### src/hdl/mdps_pkg.sv
// Shared types, constants and helper functions of the next-state sampler.
`default_nettype none

package mdps_pkg;

  // Default table dimensions.
  localparam int MAX_STATES_DEF  = 16;
  localparam int MAX_ACTIONS_DEF = 4;

  // Depth of the queue between the front and back parts.
  localparam int QUEUE_DEPTH = 2;

  // Field widths of the item and result ports.
  localparam int STATE_W    = 4;
  localparam int ACTION_W   = 2;
  localparam int PROB_W     = 17;
  localparam int DRAW_W     = 16;
  localparam int SCNT_W     = 5;
  localparam int ACNT_W     = 3;
  localparam int CFG_IDX_W  = 4;
  localparam int CFG_DATA_W = 8;

  // One in unsigned Q1.16.
  localparam logic [PROB_W-1:0] ONE_Q16 = 17'h10000;

  // Command codes.
  localparam logic CMD_WRITE  = 1'b0;
  localparam logic CMD_SAMPLE = 1'b1;

  // Configuration register indexes.
  localparam logic [CFG_IDX_W-1:0] REG_STATE_COUNT  = 4'd0;
  localparam logic [CFG_IDX_W-1:0] REG_ACTION_COUNT = 4'd1;

  // Register values after reset, before clamping.
  localparam logic [SCNT_W-1:0] STATE_COUNT_RST  = 5'd16;
  localparam logic [ACNT_W-1:0] ACTION_COUNT_RST = 3'd4;

  // What the back part has to do with a queued item.
  typedef enum logic [1:0] {
    OP_WRITE,
    OP_SAMPLE,
    OP_REJECT
  } op_t;

  // Back part sequencer states.
  typedef enum logic [1:0] {
    BK_CLEAR,
    BK_IDLE,
    BK_WALK
  } back_state_t;

  // Configured counts, as seen by both parts.
  typedef struct packed {
    logic [SCNT_W-1:0] state_count;
    logic [ACNT_W-1:0] action_count;
  } counts_t;

  // One classified item waiting in the queue.
  typedef struct packed {
    op_t                 op;
    logic [STATE_W-1:0]  state_index;
    logic [ACTION_W-1:0] action_index;
    logic [STATE_W-1:0]  target_state;
    logic [PROB_W-1:0]   operand;
  } qitem_t;

  function automatic logic [SCNT_W-1:0] clamp_states(logic [SCNT_W-1:0] v, int max_v);
    logic [SCNT_W-1:0] r;
    r = v;
    if (v == '0) begin
      r = SCNT_W'(1);
    end else if (int'(v) > max_v) begin
      r = SCNT_W'(max_v);
    end
    return r;
  endfunction

  function automatic logic [ACNT_W-1:0] clamp_actions(logic [ACNT_W-1:0] v, int max_v);
    logic [ACNT_W-1:0] r;
    r = v;
    if (v == '0) begin
      r = ACNT_W'(1);
    end else if (int'(v) > max_v) begin
      r = ACNT_W'(max_v);
    end
    return r;
  endfunction

endpackage

`default_nettype wire

### src/hdl/mdps_queue.sv
// Short first-in first-out queue of classified items.
`default_nettype none

module mdps_queue #(
  parameter int DEPTH = mdps_pkg::QUEUE_DEPTH
) (
  input  wire logic             clk,
  input  wire logic             rst,
  input  wire logic             push,
  input  mdps_pkg::qitem_t      push_item,
  input  wire logic             pop,
  output mdps_pkg::qitem_t      head,
  output logic                  empty,
  output logic                  full
);

  import mdps_pkg::*;

  localparam int PTR_W = (DEPTH > 1) ? $clog2(DEPTH) : 1;
  localparam int CNT_W = $clog2(DEPTH + 1);

  qitem_t            slots [DEPTH];
  logic [PTR_W-1:0]  wr_ptr;
  logic [PTR_W-1:0]  rd_ptr;
  logic [CNT_W-1:0]  count;
  logic              do_push;
  logic              do_pop;

  assign empty   = (count == '0);
  assign full    = (count == CNT_W'(DEPTH));
  assign do_push = push && !full;
  assign do_pop  = pop && !empty;
  assign head    = slots[rd_ptr];

  always_ff @(posedge clk) begin
    if (rst) begin
      wr_ptr <= '0;
      rd_ptr <= '0;
      count  <= '0;
    end else begin
      if (do_push) begin
        wr_ptr <= (wr_ptr == PTR_W'(DEPTH - 1)) ? '0 : wr_ptr + 1'b1;
      end
      if (do_pop) begin
        rd_ptr <= (rd_ptr == PTR_W'(DEPTH - 1)) ? '0 : rd_ptr + 1'b1;
      end
      if (do_push && !do_pop) begin
        count <= count + 1'b1;
      end else if (do_pop && !do_push) begin
        count <= count - 1'b1;
      end
    end
  end

  always_ff @(posedge clk) begin
    if (do_push) begin
      slots[wr_ptr] <= push_item;
    end
  end

endmodule

`default_nettype wire

### config.mk
export PLATFORM = sky130hd
export DESIGN_NAME = mdps_queue
export DESIGN_NICKNAME = d
export VERILOG_FILES = /design/src/hdl/mdps_pkg.sv /design/src/hdl/mdps_queue.sv
export SDC_FILE = /design/constraint.sdc
export NUM_CORES = 1
export LEC_CHECK = 0
export BUFFER_PORTS_ARGS = -buffer_cell sky130_fd_sc_hd__buf_4
export CORE_MARGIN = 2
export CORE_UTILIZATION = 45
export DETAILED_ROUTE_END_ITERATION = 8
export PLACE_DENSITY = 0.7
export SYNTH_ARGS = -nofsm -noshare
export SYNTH_HDL_FRONTEND = slang
export SYNTH_SLANG_ARGS = --single-unit
### constraint.sdc
create_clock -name clk -period 2.6 [get_ports clk]
set_clock_uncertainty 0.05 [all_clocks]
set_input_delay 0 -clock clk [delete_from_list [all_inputs] [get_ports clk]]
set_output_delay 0 -clock clk [all_outputs]
set_load 0.1 [all_outputs]
==> out/qor.yml <==
coreArea_sq_mm: 0.00501
yosys.area.top_type_share_pct: 75.5
vias: 1363
tightest_slew_ns: 0.482
cts_hold_buf: 30
hp-class: "input pin to flip-flop"
cp-end-kind: "output port"
ir_worst_vdd_uv: 914
cts_made_buffers: 9
min_to: "wr_ptr"
crit_family: "flip-flops"
worst_slack_ns: 0.779
clock_latency_ns: 0.32
antenna_found_initial: 0
grt_max_degree: 30
post_cts_resized: 0
avgSynthCellArea_sq_um: 20.1
cts_tree: "built"
dpl.hpwl_um: 2730
drive_above_1_share_pct: 48.2
slowest_stage: "dfxtp_1"
synthMostInstantiatedCell: "edfxtp_1"
die_x_um: 75.6
maxCapViolations: 0
crit_buf_inv: 2
synthTopCellsByArea: "edfxtp_1 76%, mux2_2 14%, dfxtp_1 4.3%, xor2_1 1.1%, nor2_1 0.81%"
postCtsSetupBuffers: 0
die_area_sq_mm: 0.00571
final_nets: 253
clk_pin_slew_worst_paths_ns: 0.06
finalCritPeriodShare_pct: 70.0
drv_slew: 0
diodes: 0
yosysTopAreaCell: "edfxtp_1"
p_per_area_mw_per_mm2: 1210
yosysWarnings: 0
drt_wl_total_um: 4330
grt_setup_unrepaired: "false"
rr_worst_depth: 4
synth_edf_count: 58
cts-htree-levels: 3
drtIter0Drc: 57
setup_violations: 0
finalHoldViolCount: 0
ioPinCount: 64
cp.arrival_ns: 1.77
grt_first_pass_wirelength_um: 6400
max_freq_mhz: 549
crit_fanout: 20
postRouteAntennaNets: 0
p_leak_uw: 0.00128
synthTopCellsByCount: "58 x edfxtp_1, 29 x mux2_2, 5 x dfxtp_1, 5 x nor2_1"
drtPass1Iterations: 2
holdPathStages: 4
cts.path.max_buffers: 2
drc_errors: 0
synth_ff_type: "edfxtp_1"
place_ws_ns: 0.932
gp_congestion: 0.691
ys_types: 14
min_from: "push"
synth_cells: 115
syn_area_sq_mm: 0.00231
port_buffers: 63
required_ns: 2.55
r2r-start: "count[0]"
ys_async_sr_fraction_pct: 0
path_cells: "buf_12 -> mux2_2 -> buf_4"
cts_num_sinks: 63
cts_root_buf: "clkbuf_8"
grt_pass1_vias: 1481
grt-ovfl-total: 0
status: "completed"
slew_headroom_pct: 67.8
critPathMaxStageDelay_ns: 0.62
postLayoutCoreUtil_pct: 66.9
r2r_end: "slots[0][27]"
ys_ff_latch: 63
synth_nets: 149
rows: 26
crit_type: "flip-flop to output port"
min_period_ns: 1.82
ff2ff_setup_slack_ns: 0.94
fp.dieH_um: 75.6
start_util_pct: 46.0
finalSetupTns_ns: 0
start_kind: "flip-flop"
yosysSeqAreaShare_pct: 79.9
wl_per_cell_um: 14.7
area_growth_pct: 45.4
vias_per_cell: 4.64
track_usage_pct: 15.9
[cell usage in the layout (no fill, tap or decap)]
cell type      count
a21oi_1            2
and2_1             1
buf_12             1
buf_4             65
clkbuf_1           3
clkbuf_8          11
clkinv_1           1
clkinv_2           1
dfxtp_1            5
dlygate4sd3_1     30
edfxtp_1          58
ha_1               1
inv_1              2
mux2_2            29
nor2_1             5
nor2b_2            1
o21ai_0            3
or3_1              2
xor2_1             3
[worst max-delay path by stage]
stage | to | slack (ns) | cells past startpoint
after global placement | slots[0][21] | 1.0 | 4
after global routing | head[1] | 0.69 | 3
after CTS | head[1] | 0.74 | 3
after floorplan | slots[1][0] | 0.31 | 3
final | head[1] | 0.78 | 3
after detailed placement | count[1] | 0.93 | 4
[layer usage]
metal | share of wire (%) | global-route usage (%)
met2 | 54 | 29.6
met4 | 1.6 | 8.77
met5 | 0 | 0
met3 | 4.6 | 4.89
met1 | 40 | 15.5
[state kept, by name, summed over array words and instances, names as in the netlist, named ones only]
| name | flops |
|---|---|
| wr_ptr | 1 |
| slots | 58 |
| count | 2 |
| rd_ptr | 1 |
[cell type report]
| cell class | count | area [sq um] |
|---|---|---|
| tap | 70 | 87.6 |
| inverter | 2 | 7.51 |
| sequential | 63 | 1840 |
| fill | 379 | 1660 |
| clock inverter | 2 | 8.76 |
| multi-input combinational | 47 | 437 |
| clock buffer | 14 | 163 |
| timing repair buffer | 96 | 808 |
[worst register-to-register path: stages (launching register included)]
cell and delay [ns]:
dfxtp_1 0.43, nor2b_2 0.09, or3_1 0.33, inv_1 0.06, buf_4 0.36
[logic make-up (layout without fill, tap and decap cells)]
| kind of cell | count (synthesis) | count (layout) | share of synthesized area [%] |
|---|---|---|---|
| AOI/OAI and AO/OA | 5 | 5 | 1.09 |
| xor gates and xnor gates | 3 | 3 | 1.14 |
| adders and majority gates | 1 | 1 | 0.543 |
| buffers and inverters | 5 | 114 | 1.19 |
| DFF | 63 | 63 | 79.9 |
| muxes | 29 | 29 | 14.2 |
| and+or+nand+nor | 9 | 9 | 2.01 |
[through the flow]
stage	instance area (sq um)	total power, uW	hold WS, ns	instances
floorplan	2310	2930	0.0191	115
global placement	2880	3290	0.136	248
detailed placement	2880	3320	0.138	248
CTS	3350	4090	0.0161	294
global route	3350	4200	0.0334	294
finish	3350	4050	0.0262	294
[power by group]
| group | switching, uW | leakage, uW | internal [uW] | total [uW] |
|---|---|---|---|---|
| combinational | 1500 | 0.000612 | 487 | 1980 |
| clock | 328 | 0.0000881 | 395 | 723 |
| sequential | 67.3 | 0.000583 | 1280 | 1350 |
Power figures use the tool's default switching activity.
