`src/hdl/mdps_pkg.sv`:
```
// Shared types, constants and helper functions of the next-state sampler.
`default_nettype none

package mdps_pkg;

  // Default table dimensions.
  localparam int MAX_STATES_DEF  = 16;
  localparam int MAX_ACTIONS_DEF = 4;

  // Depth of the queue between the front and back parts.
  localparam int QUEUE_DEPTH = 2;

  // Field widths of the item and result ports.
  localparam int STATE_W    = 4;
  localparam int ACTION_W   = 2;
  localparam int PROB_W     = 17;
  localparam int DRAW_W     = 16;
  localparam int SCNT_W     = 5;
  localparam int ACNT_W     = 3;
  localparam int CFG_IDX_W  = 4;
  localparam int CFG_DATA_W = 8;

  // One in unsigned Q1.16.
  localparam logic [PROB_W-1:0] ONE_Q16 = 17'h10000;

  // Command codes.
  localparam logic CMD_WRITE  = 1'b0;
  localparam logic CMD_SAMPLE = 1'b1;

  // Configuration register indexes.
  localparam logic [CFG_IDX_W-1:0] REG_STATE_COUNT  = 4'd0;
  localparam logic [CFG_IDX_W-1:0] REG_ACTION_COUNT = 4'd1;

  // Register values after reset, before clamping.
  localparam logic [SCNT_W-1:0] STATE_COUNT_RST  = 5'd16;
  localparam logic [ACNT_W-1:0] ACTION_COUNT_RST = 3'd4;

  // What the back part has to do with a queued item.
  typedef enum logic [1:0] {
    OP_WRITE,
    OP_SAMPLE,
    OP_REJECT
  } op_t;

  // Back part sequencer states.
  typedef enum logic [1:0] {
    BK_CLEAR,
    BK_IDLE,
    BK_WALK
  } back_state_t;

  // Configured counts, as seen by both parts.
  typedef struct packed {
    logic [SCNT_W-1:0] state_count;
    logic [ACNT_W-1:0] action_count;
  } counts_t;

  // One classified item waiting in the queue.
  typedef struct packed {
    op_t                 op;
    logic [STATE_W-1:0]  state_index;
    logic [ACTION_W-1:0] action_index;
    logic [STATE_W-1:0]  target_state;
    logic [PROB_W-1:0]   operand;
  } qitem_t;

  function automatic logic [SCNT_W-1:0] clamp_states(logic [SCNT_W-1:0] v, int max_v);
    logic [SCNT_W-1:0] r;
    r = v;
    if (v == '0) begin
      r = SCNT_W'(1);
    end else if (int'(v) > max_v) begin
      r = SCNT_W'(max_v);
    end
    return r;
  endfunction

  function automatic logic [ACNT_W-1:0] clamp_actions(logic [ACNT_W-1:0] v, int max_v);
    logic [ACNT_W-1:0] r;
    r = v;
    if (v == '0) begin
      r = ACNT_W'(1);
    end else if (int'(v) > max_v) begin
      r = ACNT_W'(max_v);
    end
    return r;
  endfunction

endpackage

`default_nettype wire

```
`src/hdl/mdps_front.sv`:
```
// Front part: configuration registers and classification of incoming items.
`default_nettype none

module mdps_front #(
  parameter int MAX_STATES  = mdps_pkg::MAX_STATES_DEF,
  parameter int MAX_ACTIONS = mdps_pkg::MAX_ACTIONS_DEF
) (
  input  wire logic                          clk,
  input  wire logic                          rst,
  input  wire logic                          cfg_valid,
  input  wire logic [mdps_pkg::CFG_IDX_W-1:0]  cfg_index,
  input  wire logic [mdps_pkg::CFG_DATA_W-1:0] cfg_data,
  input  wire logic                          cmd,
  input  wire logic [mdps_pkg::STATE_W-1:0]  state_index,
  input  wire logic [mdps_pkg::ACTION_W-1:0] action_index,
  input  wire logic [mdps_pkg::STATE_W-1:0]  target_state,
  input  wire logic [mdps_pkg::PROB_W-1:0]   probability,
  input  wire logic [mdps_pkg::DRAW_W-1:0]   uniform_draw,
  output mdps_pkg::qitem_t                   item,
  output mdps_pkg::counts_t                  counts
);

  import mdps_pkg::*;

  logic row_ok;
  logic tgt_ok;

  always_ff @(posedge clk) begin
    if (rst) begin
      counts.state_count  <= clamp_states(STATE_COUNT_RST, MAX_STATES);
      counts.action_count <= clamp_actions(ACTION_COUNT_RST, MAX_ACTIONS);
    end else if (cfg_valid) begin
      case (cfg_index)
        REG_STATE_COUNT: begin
          counts.state_count <= clamp_states(cfg_data[SCNT_W-1:0], MAX_STATES);
        end
        REG_ACTION_COUNT: begin
          counts.action_count <= clamp_actions(cfg_data[ACNT_W-1:0], MAX_ACTIONS);
        end
        default: begin
        end
      endcase
    end
  end

  // Both indexes of the row must lie below the configured counts.
  assign row_ok = ({1'b0, state_index} < counts.state_count) &&
                  ({1'b0, action_index} < counts.action_count);
  assign tgt_ok = {1'b0, target_state} < counts.state_count;

  always_comb begin
    item.state_index  = state_index;
    item.action_index = action_index;
    if (cmd == CMD_WRITE) begin
      item.op           = (row_ok && tgt_ok) ? OP_WRITE : OP_REJECT;
      item.target_state = target_state;
      item.operand      = (probability > ONE_Q16) ? ONE_Q16 : probability;
    end else begin
      item.op           = row_ok ? OP_SAMPLE : OP_REJECT;
      item.target_state = '0;
      item.operand      = {1'b0, uniform_draw};
    end
  end

endmodule

`default_nettype wire

```
`config.mk`:
```
export PLATFORM = sky130hd
export DESIGN_NAME = mdps_front
export DESIGN_NICKNAME = d
export VERILOG_FILES = /design/src/hdl/mdps_pkg.sv /design/src/hdl/mdps_front.sv
export SDC_FILE = /design/constraint.sdc
export NUM_CORES = 1
export LEC_CHECK = 0
export BUFFER_PORTS_ARGS = -buffer_cell sky130_fd_sc_hd__buf_4
export CAP_MARGIN = 25
export CELL_PAD_IN_SITES_DETAIL_PLACEMENT = 1
export CELL_PAD_IN_SITES_GLOBAL_PLACEMENT = 1
export CORE_ASPECT_RATIO = 0.6
export CORE_MARGIN = 5
export CORE_UTILIZATION = 19
export DETAILED_ROUTE_END_ITERATION = 12
export PLACE_DENSITY = 0.86
export SLEW_MARGIN = 0
export SYNTH_ARGS = -nofsm -noshare
export SYNTH_HDL_FRONTEND = slang
export SYNTH_SLANG_ARGS = --single-unit
```
`constraint.sdc`:
```
create_clock -name clk -period 1.79 [get_ports clk]
set_input_delay 0.4475 -clock clk [delete_from_list [all_inputs] [get_ports clk]]
set_output_delay 0.4475 -clock clk [all_outputs]
set_load 0.05 [all_outputs]
```
==> summary.txt, run 1 <==
Logic synthesis
  • Synth Area per Inst: ~7.5 um2
  • Mapped cell area: just over 900 um2
  • Synth Net Count: 187
  • Library cells used by synthesis: 31
  • Seq cells post-synth: 8
  • Seq/Total Area, Yosys: 0.177
  • Mapped Cells: 121
  • Ys Warns: 0

GRT
  • Largest net degree at the start of global routing: 11
  • First-pass GRT wire length: 7090 um
  • All-Layer GR Usage: 0.142
  • Initial antenna violation count: 0
  • Remaining Overflow, GRT: 0
  • Number of global-route vias before repair: 1,409

STA
  • Crit share post-route: 1.17
  • Final setup fails: 18
  • Min Hold Slack: 433 ps
  • Worst slew pin tran: approximately 330 ps
  • Fin. Hold Viols: 0
  • Skew final: 0 ps
  • RSZ-0062 raised after global routing: true
  • Fmax: 476 MHz
  • Setup WS post-layout: -309 ps
  • Slew margin rel.: 0.779
  • Max-slew violations: 0
  • Final Critical Period: 2100 ps

Floorplanning
  • Die Width: just under 100 um
  • Core area: 0.00459 mm2
  • I/O pin count: between 90 and 100
  • Rows: 19
  • Die Y: 63.5 um
  • Initial Util: 0.198
  • Die Area: ~0.0063 mm2

Detailed routing
  • WL final: 4500 um
  • TritonRoute pass-1 iters: 4
  • Average wire per standard cell: 16.0 um
  • WL met1: 1920 um
  • Highest metal used: met4
  • Met3 WL post-DR: 258 um
  • Met2 Wirelength: 2300 um
  • Antenna Nets Post-Route: 0
  • Vias per cell: between 4 and 5
  • Vias: ~1,200
  • DRT iter0 DRCs: 20
  • Post-route DRC: 0

Clock network
  • H-Tree Depth: 1
  • Num Clock Sinks: 8
  • Clock root buffer master: clkbuf_8
  • CTS Buffer Depth: 2
  • TritonCTS clock tree: done
  • TritonCTS Buffers: 3
  • Clk_lat worst skew: 230 ps
  • CTS Hold Bufs: 0
  • Clock Pin Slew Worst Setup and Hold Paths: around 50 ps

Status
  • Failing checks: setup timing
  • Status: finished with violations

Critical path
  • Worst Path Required: 1340 ps
  • Crit Path Class: flip-flop to output port
  • WP data arrival: 1650 ps
  • Reg2Reg Setup Slack: slightly below 1000 ps
  • CP max FO: 2
  • Startpoint Class: flip-flop
  • CP endpoint kind: output port

Final layout
  • Largest register FFs: 8
  • Fin area: 0.00224 mm2
  • Nets: 286
  • Largest registers: counts (8)
  • # diodes: 0
  • Fillers: 525
  • Layout cells sized above 1: 0.744
  • Most flops, register: counts
  • Layout area overhead: 146%

Pwr
  • Power Dens Cells: 467 mW/mm2
  • Worst vdd ir: roughly 180 uV
  • Final Power: about 1.0 mW
  • Leakage: 1.00 nW

Place
  • GPL Wtd Cong: 0.784
  • Placed Area: 0.00194 mm2
  • Detailed placement HPWL: 3710 um
  • Port bufs: just over 90

Job
  • Max-Cap Viols: 0

Worst hold path
  • Worst min-delay path class: input port to flip-flop
## layer usage
metal  track usage  up-vias
met2         0.251       39
met1         0.174      577
met4        0.0221        0
met3        0.0397        2
met5             0        -
li1              -      609
## worst paths after layout
path         depth (start not counted)                endpoint                    from
max                                  7                item[27]  counts[1]$_SDFFE_PP0P_
min                                  2  counts[6]$_SDFFE_PP0P_                     rst
max reg2reg                          1  counts[7]$_SDFFE_PP1P_  counts[7]$_SDFFE_PP1P_
min reg2reg                          2  counts[0]$_SDFFE_PP0P_  counts[0]$_SDFFE_PP0P_
## timing repair
| item | in CTS | in global routing |
|---|---|---|
| cloned | 1 | 0 |
| gates resized for setup | 38 | 10 |
| setup endpoints to repair | 18 | 18 |
| pin swaps | 10 | 4 |
| buffers inserted | 0 | 1 |
## Yosys cell counts (all sizes together)
library cell | n | share of area
o31ai | 1 | 0.0083
clkbuf | 3 | 0.012
inv | 8 | 0.033
o21bai | 1 | 0.0083
nor3 | 1 | 0.0055
nand3b | 4 | 0.033
nand3 | 1 | 0.0055
o32ai | 1 | 0.0097
dfxtp | 8 | 0.18
and2 | 2 | 0.014
or3 | 1 | 0.0069
nor2 | 19 | 0.079
nand4 | 1 | 0.0069
a211o | 2 | 0.021
buf | 10 | 0.077
nand4b | 1 | 0.0097
a31oi | 1 | 0.0069
nand2 | 9 | 0.037
nor4 | 4 | 0.028
nor2b | 6 | 0.041
nor4b | 1 | 0.026
ha | 7 | 0.097
mux2i | 16 | 0.18
nor3b | 2 | 0.017
nand2b | 1 | 0.0097
o21ai | 2 | 0.011
a21oi | 8 | 0.044
## per-stage QoR
stage               utilization  TNS [ps]  setup slack [ps]  std cells
floorplan                     -     -2780              -214        121
global placement          0.422     -5850              -373        276
detailed placement        0.422     -6080              -404        276
CTS                       0.477     -4250              -318        281
global route              0.487     -4720              -379        282
finish                    0.487     -3990              -309        282
## logic make-up (layout without fill, tap and decap cells)
logic type | after synthesis | count (layout) | share of synthesized area
buffers and inverters | 21 | 119 | 0.123
AND/OR/NAND/NOR | 53 | 53 | 0.319
adder cells (fa/ha/maj) | 7 | 7 | 0.0965
AO/OA/AOI/OAI | 16 | 16 | 0.109
flip-flops | 8 | 8 | 0.177
multiplexers | 16 | 16 | 0.177
## power by group
part / internal (mW) / total, mW / switching, mW / leakage [nW]
clock network: 0.155 / 0.240 / 0.0842 / 0.0228
logic: 0.282 / 0.626 / 0.344 / 0.912
registers: 0.177 / 0.179 / 0.00233 / 0.0681
total: 0.614 / 1.04 / 0.430 / 1.00
## critical path, stage by stage (launching register included)
cell     delay (ps)
dfxtp_4         340
inv_2            40
ha_4            160
nor3b_4         190
o32ai_2         110
a31oi_2         250
and2_4          200
buf_8           140
## layout make-up
class | instances | area (um2) | area share
clock buffers | 4 | 45.0 | 0.0201
inverters | 8 | 32.5 | 0.0145
multi-input cells | 92 | 945 | 0.422
flip-flops and latches | 8 | 174 | 0.0778
well taps | 63 | 78.8 | 0.0353
repair buffers | 107 | 961 | 0.430
## placed cells by master (no fill, tap or decap), drive strengths merged, types with 2 or more instances in the layout
cell,Yosys,final
buf,10,107
nor2,19,19
mux2i,16,16
nand2,9,9
a21oi,8,8
inv,8,8
dfxtp,8,8
ha,7,7
nor2b,6,6
nand3b,4,4
nor4,4,4
clkbuf,3,4
and2,2,2
o21ai,2,2
nor3b,2,2
a211o,2,2
Note: power is estimated with default switching activity, not from simulation.
==> run 2, diff against run 1 <==
ABC_AREA = 1   (was not set)
PLACE_DENSITY = 0.87   (was 0.86)
TNS_END_PERCENT = 20   (was not set)
==> run 2 against run 1 <==
  * The run still ends with setup timing left
  * Design area is 3.6% lower
  * Clock-buffer cell count stayed put
  * Worst setup slack better by 140 ps
  * Non-clock buffer count is 11 lower
  * Final cell count is 31% higher
  * Critical path depth is 1 higher
  * Sequential power hardly changed
  * Synthesized cell count is 74% higher
  * Largest cell class unchanged
  * Highest routed layer unchanged
==> summary.txt, run 2 <==
Detailed routing
  • TritonRoute pass-1 iters: 2 (-2)
  • Vias per cell: 4.09 (-6.0%)
  • Average wire per standard cell: 11.8 um (-26%)
  • Post-route DRC: 0 (unchanged)
  • Vias: 1,510 (+23%)
  • DRT iter0 DRCs: 31 (+55%)
  • WL final: 4340 um (-3.5%)
  • Antenna Nets Post-Route: 0 (unchanged)

Place
  • Placed Area: 0.00185 mm2 (-4.8%)
  • GPL Wtd Cong: 0.782 (-0.18%)
  • Port bufs: 92 (unchanged)
  • Placed Cells: 362 (+31%)
  • Detailed placement HPWL: 3560 um (-3.8%)
  • Place WS: -212 ps (+192 ps)

Logic synthesis
  • Library cells used by synthesis: 17 (-45%)
  • Async SR Flop Fraction: 0 (unchanged)
  • Mapped Cells: 210 (+74%)
  • Mapped cell area: 0.00106 mm2 (+17%)
  • Seq cells post-synth: 8 (unchanged)
  • Synth top area cells: nand2_1 29%, dfxtp_1 15%, inv_1 15%
  • Ys Warns: 0 (unchanged)
  • Synth area leader: nand2_1
  • Ys flop type: dfxtp_1
  • Top-count cell post-synth: nand2_1
  • Synth Net Count: 276 (+48%)
  • Post-synth top area share: 0.290 (+0.114)
  • Synth Area per Inst: 5.05 um2 (-33%)
  • Seq/Total Area, Yosys: 0.151 (-0.0254)
  • Top cells by count, synth: 82 x nand2_1, 42 x inv_1, 38 x nor2_1
  • Post-synth EDFFs: 0 (unchanged)

GRT
  • Remaining Overflow, GRT: 0 (unchanged)
  • Largest net degree at the start of global routing: 39 (+28)
  • Initial antenna violation count: 0 (unchanged)
  • First-pass GRT wire length: 6930 um (-2.2%)
  • All-Layer GR Usage: 0.119 (-0.0232)
  • Number of global-route vias before repair: 1,482 (+5.2%)

Final layout
  • Layout area overhead: 103%
  • Most flops, register: counts
  • Sequential Area: 173 um2 (-0.72%)
  • # diodes: 0 (unchanged)
  • Largest registers: counts (8)
  • Non-filler cells, final: 369 (+31%)
  • Largest register FFs: 8 (unchanged)
  • Fin area: 0.00215 mm2 (-3.6%)
  • Commonest non-fill, non-tap cells in the layout: 71 x nand2_1, 65 x buf_4, 38 x inv_1
  • Nets: 367 (+28%)
  • Area of the multi-input gates: 826 um2 (-13%)
  • Final Util: 0.392 (-0.0950)
  • Layout cells sized above 1: 0.467 (-0.278)
  • Fillers: 708 (+35%)
  • Commonest non-fill, non-tap cell in the layout: nand2_1

Worst hold path
  • Worst min-delay path class: input port to flip-flop

Critical path
  • CP max FO: 2 (unchanged)
  • Worst Path Required: 1340 ps (about the same)
  • WP data arrival: 1510 ps (-140 ps)
  • CP endpoint kind: output port
  • Crit Path Class: flip-flop to output port
  • Startpoint Class: flip-flop

Pwr
  • Sw frac: 0.410 (-0.00161)
  • Worst vdd ir: 276 uV (+53%)
  • Share of power burned in registers: 0.191 (+0.020)
  • Final Power: 0.943 mW (-9.7%)
  • Power share of the clock group: 0.244 (+0.015)
  • Leakage: 1.18 nW (+18%)
  • Comb pwr share: 0.565 (-0.034)
  • Pint: 0.556 mW (-9.4%)
  • Power Dens Cells: 438 mW/mm2 (-6.3%)
  • Switch Pwr: 0.387 mW (-10%)

STA
  • Final setup fails: 9 (-9)
  • Skew final: 0 ps (unchanged)
  • Max-slew violations: 0 (unchanged)
  • Slew margin rel.: 0.761 (-0.0176)
  • Fin. Hold Viols: 0 (unchanged)
  • Setup WS post-layout: -171 ps (+138 ps)
  • Worst slew pin tran: 359 ps (+27.8 ps)
  • Crit share post-route: 1.10 (-0.0770)
  • Final Critical Period: 1960 ps (-138 ps)
  • RSZ-0062 raised after global routing: true
  • Fmax: 510 MHz (+7.0%)

Clock network
  • Clock Pin Slew Worst Setup and Hold Paths: 40 ps (about the same)
  • H-Tree Depth: 1 (unchanged)
  • CTS Buffer Depth: 2 (unchanged)
  • Clk_lat worst skew: 230 ps (about the same)
  • Clock root buffer master: clkbuf_8
  • Num Clock Sinks: 8 (unchanged)
  • CTS Hold Bufs: 0 (unchanged)
  • TritonCTS Buffers: 3 (unchanged)
  • TritonCTS clock tree: done

Status
  • Status: finished with violations
  • Failing checks: setup timing

Job
  • Max-Cap Viols: 0 (unchanged)

Floorplanning
  • Initial Util: 0.193 (-0.00473)
  • Die Area: 0.00722 mm2 (+15%)
  • Die Width: 106 um (+7.3%)
  • Die Y: 67.9 um (+6.8%)
  • Rows: 21 (+2)
  • I/O pin count: 96 (unchanged)
  • Core area: 0.00549 mm2 (+20%)
## run 2: metal layers
layer,part of all wire,GRT usage
met3,0.079,0.0386
met4,0.0067,0.0287
met2,0.47,0.207
met1,0.45,0.145
met5,0,0
## run 2: path summary, 6_finish.rpt
kind / startpoint / slack [ps] / to / depth (start not counted)
worst min register to register: counts[3]$_SDFFE_PP0P_ / 540 / counts[3]$_SDFFE_PP0P_ / 2
worst min-delay path: rst / 400 / counts[5]$_SDFFE_PP0P_ / 2
worst max register to register: counts[7]$_SDFFE_PP1P_ / 980 / counts[7]$_SDFFE_PP1P_ / 2
worst max-delay path: counts[5]$_SDFFE_PP0P_ / -170 / item[28] / 8
## run 2: repair_timing
action / CTS / global route
gates cloned: 1 / 0
setup buffers: 2 / 0
pin swaps: 15 / 22
resized for setup: 38 / 33
setup endpoints to repair: 18 / 18
## run 2: cell type report
cell class,count,share of cell area
Clock buffer,4,0.0209
Sequential cell,8,0.0801
Timing Repair Buffer,96,0.399
Inverter,42,0.0767
Tap cell,69,0.0401
Multi-Input combinational cell,150,0.383
## run 2: kinds of logic after synthesis
| kind of cell | Yosys count | synth area share |
|---|---|---|
| AO/OA/AOI/OAI | 10 | 0.0519 |
| AND/OR/NAND/NOR | 132 | 0.495 |
| buffers and inverters | 53 | 0.220 |
| adder cells (fa/ha/maj) | 7 | 0.0826 |
| flip-flops | 8 | 0.151 |
## run 2: per-stage QoR
step	setup TNS [ps]	hold slack, ps
after floorplan	-832	507
after global placement	-2140	486
after detailed placement	-2200	494
after CTS	-893	387
after global routing	-1720	389
final	-343	395
## run 2: critical path: stages (launching register included)
cell and delay [ps]:
dfxtp_4 350, inv_4 50, ha_4 230, nand2_2 40
nand3b_1 120, nand3_2 130, nor2_2 140, nand2_2 70
buf_8 150
## run 2: power groups by stage
stage	Combinational [mW]	Clock, mW	Sequential (mW)
after floorplan	0.272	0	0.192
after global placement	0.461	0	0.183
after detailed placement	0.469	0	0.183
after CTS	0.509	0.244	0.180
after global routing	0.572	0.253	0.181
final	0.533	0.230	0.180
==> run 3, diff against run 2 <==
CORE_UTILIZATION = 22   (was 19)
PLACE_DENSITY = 0.93   (was 0.87)
clock period = 2 ns   (was 1.79 ns; I/O delays follow)
==> run 3 against run 2 <==
  * The run still ends with setup timing left
  * Critical path depth is 1 higher
  * Wire length up 23%
  * Register-to-register slack improved by 160 ps
  * Hold slack better by 64 ps
  * Combinational power fell by 9.9%
  * Worst setup slack better by 140 ps
  * Via count up 3.1%
  * Sequential power fell by 8%
  * Highest routed layer unchanged
  * Total power down 11%
  * Global-route usage increased by 3.5 points
  * Clock power fell by 13%
  * Sequential cell count unchanged
==> summary.txt, run 3 (synthesis gave the netlist of run 2 again) <==
Status
  • Status: finished with violations
  • Failing checks: setup timing

Critical path
  • Startpoint Class: input port
  • CP max stage delay: 230 ps (-120 ps)
  • WP buf/inv: 3 (+1)
  • Worst r2r path cells: 2 (unchanged)
  • Worst path cell trace: buf_6 > ha_4 > inv_2 > nor2_2 > nand3b_1 > nand3_2 > nor2_2 > nand2_2 > buf_8
  • WP data arrival: 1530 ps (+20 ps)
  • Family with the most delay on the worst path: simple AND/OR/NAND/NOR gates
  • CP Depth: 9 (+1)
  • CP endpoint kind: output port
  • Critical Path Slowest Stage Cell: ha_4
  • Most common cell on crit path: nor2_2
  • Crit Path Class: input port to output port
  • Worst Path Required: 1500 ps (+160 ps)
  • CP max FO: 2 (unchanged)

Clock network
  • Num Clock Sinks: 8 (unchanged)
  • CTS Buffer Depth: 2 (unchanged)
  • Clock Pin Slew Worst Setup and Hold Paths: 40 ps (about the same)
  • Clock root buffer master: clkbuf_8
  • Clk_lat worst skew: 230 ps (about the same)
  • CTS Hold Bufs: 0 (unchanged)
  • TritonCTS clock tree: done
  • TritonCTS Buffers: 3 (unchanged)
  • H-Tree Depth: 1 (unchanged)

Final layout
  • Non-filler cells, final: 363 (-1.6%)
  • Nets: 368 (+0.27%)
  • Largest register FFs: 8 (unchanged)
  • # diodes: 0 (unchanged)
  • Layout cells sized above 1: 0.453 (-0.0133)
  • Final Util: 0.457 (+0.0645)
  • Layout area overhead: 98.8%
  • Most flops, register: counts
  • Largest registers: counts (8)
  • Commonest non-fill, non-tap cells in the layout: 74 x nand2_1, 74 x buf_4, 38 x inv_1

Pwr
  • Comb pwr share: 0.568 (+0.003)
  • Power Dens Cells: 401 mW/mm2 (-8.5%)
  • Switch Pwr: 0.357 mW (-7.8%)
  • Pint: 0.487 mW (-12%)
  • Worst vdd ir: 454 uV (+65%)
  • Leakage: 1.20 nW (+1.1%)
  • Sw frac: 0.423 (+0.0125)
  • Power share of the clock group: 0.236 (-0.008)
  • Share of power burned in registers: 0.196 (+0.005)
  • Final Power: 0.844 mW (-11%)

STA
  • Slew margin rel.: 0.830 (+0.0691)
  • Crit share post-route: 1.01
  • Min Hold Slack: 459 ps (+64.0 ps)
  • Max-slew violations: 0 (unchanged)
  • Fin. Hold Viols: 0 (unchanged)
  • RSZ-0062 raised after global routing: true
  • Setup WS post-layout: -29.6 ps (+142 ps)
  • Skew final: 0 ps (unchanged)
  • Final Critical Period: 2030 ps
  • Fmax: about 500 MHz
  • Worst slew pin tran: 252 ps (-106 ps)
  • Final setup fails: 2 (-7)

Floorplanning
  • Die Width: 99.6 um (-6.4%)
  • Core area: 0.00461 mm2 (-16%)
  • Rows: 19 (-9.5%)
  • Die Area: 0.00635 mm2 (-12%)
  • Initial Util: 0.230 (+0.0368)
  • I/O pin count: 96 (unchanged)
  • Die Y: 63.8 um (-6.0%)

Detailed routing
  • Vias per cell: 4.29 (+4.8%)
  • Post-route DRC: 0 (unchanged)
  • WL final: 5320 um (+23%)
  • Antenna Nets Post-Route: 0 (unchanged)
  • Vias: 1,557 (+3.1%)
  • Average wire per standard cell: 14.7 um (+25%)
  • TritonRoute pass-1 iters: 4 (+2)
  • DRT iter0 DRCs: 27 (-13%)

GRT
  • Initial antenna violation count: 0 (unchanged)
  • All-Layer GR Usage: 0.153 (+0.0346)
  • Largest net degree at the start of global routing: 24 (-38%)
  • Number of global-route vias before repair: 1,616 (+9.0%)
  • Remaining Overflow, GRT: 0 (unchanged)
  • First-pass GRT wire length: 7860 um (+13%)

Place
  • Detailed placement HPWL: 4150 um (+17%)
  • Place WS: -193 ps (+19.1 ps)
  • Placed Cells: 355 (-1.9%)
  • GPL Wtd Cong: 0.817 (+4.4%)
  • Port bufs: 92 (unchanged)

Job
  • Max-Cap Viols: 0 (unchanged)

Worst hold path
  • Worst min-delay path class: input port to flip-flop
  • Hold depth: 2 (unchanged)
[run 3: per-stage QoR]
| stage | instance area [um2] | TNS [ps] |
|---|---|---|
| 2_1_floorplan | 1080 | -151 |
| 3_3_place_gp | 1790 | -323 |
| 3_5_place_dp | 1790 | -873 |
| 4_1_cts | 1950 | -123 |
| 5_1_grt | 2110 | -310 |
| 6_report | 2110 | -36.7 |
[run 3: layout make-up]
cell class / count / area (um2)
Multi-Input combinational cell: 150 / 833
Tap cell: 63 / 78.8
Sequential cell: 8 / 165
Inverter: 42 / 158
Timing Repair Buffer: 97 / 831
Clock buffer: 3 / 41.3
Fill cell: 618 / 2500
[run 3: worst reg2reg max path, stage by stage (launching register included)]
cell      delay, ps
dfxtp_1         440
inv_1           160
o211ai_1        190
[run 3: timing repair]
action                                  4_1_cts  5_1_grt
resized for setup                            20       40
setup buffers                                 3        1
endpoints found under the setup margin       18       18
pin swaps                                     7       17
cloned                                        1        0
endpoints found under the hold margin         0        0
[run 3: worst paths after layout]
check,start,to,slack (ps)
max,state_index[3],item[28],-30
min,rst,counts[6]$_SDFFE_PP0P_,460
max reg2reg,counts[7]$_SDFFE_PP1P_,counts[7]$_SDFFE_PP1P_,1140
min reg2reg,counts[3]$_SDFFE_PP0P_,counts[3]$_SDFFE_PP0P_,530
[run 3: power groups by stage]
| stage | Combinational (mW) | Sequential [mW] | Clock [mW] |
|---|---|---|---|
| after floorplan | 0.242 | 0.175 | 0 |
| after detailed placement | 0.425 | 0.168 | 0 |
| final | 0.480 | 0.166 | 0.199 |
| after global placement | 0.413 | 0.168 | 0 |
| after CTS | 0.441 | 0.165 | 0.204 |
| after global routing | 0.510 | 0.166 | 0.216 |
[run 3: per-layer routing]
layer / share of wire / track usage / vias to the layer above
li1: - / - / 792
met1: 0.42 / 0.191 / 732
met2: 0.54 / 0.285 / 31
met3: 0.039 / 0.0261 / 2
met4: 0.0019 / 0.0204 / 0
met5: 0 / 0 / -
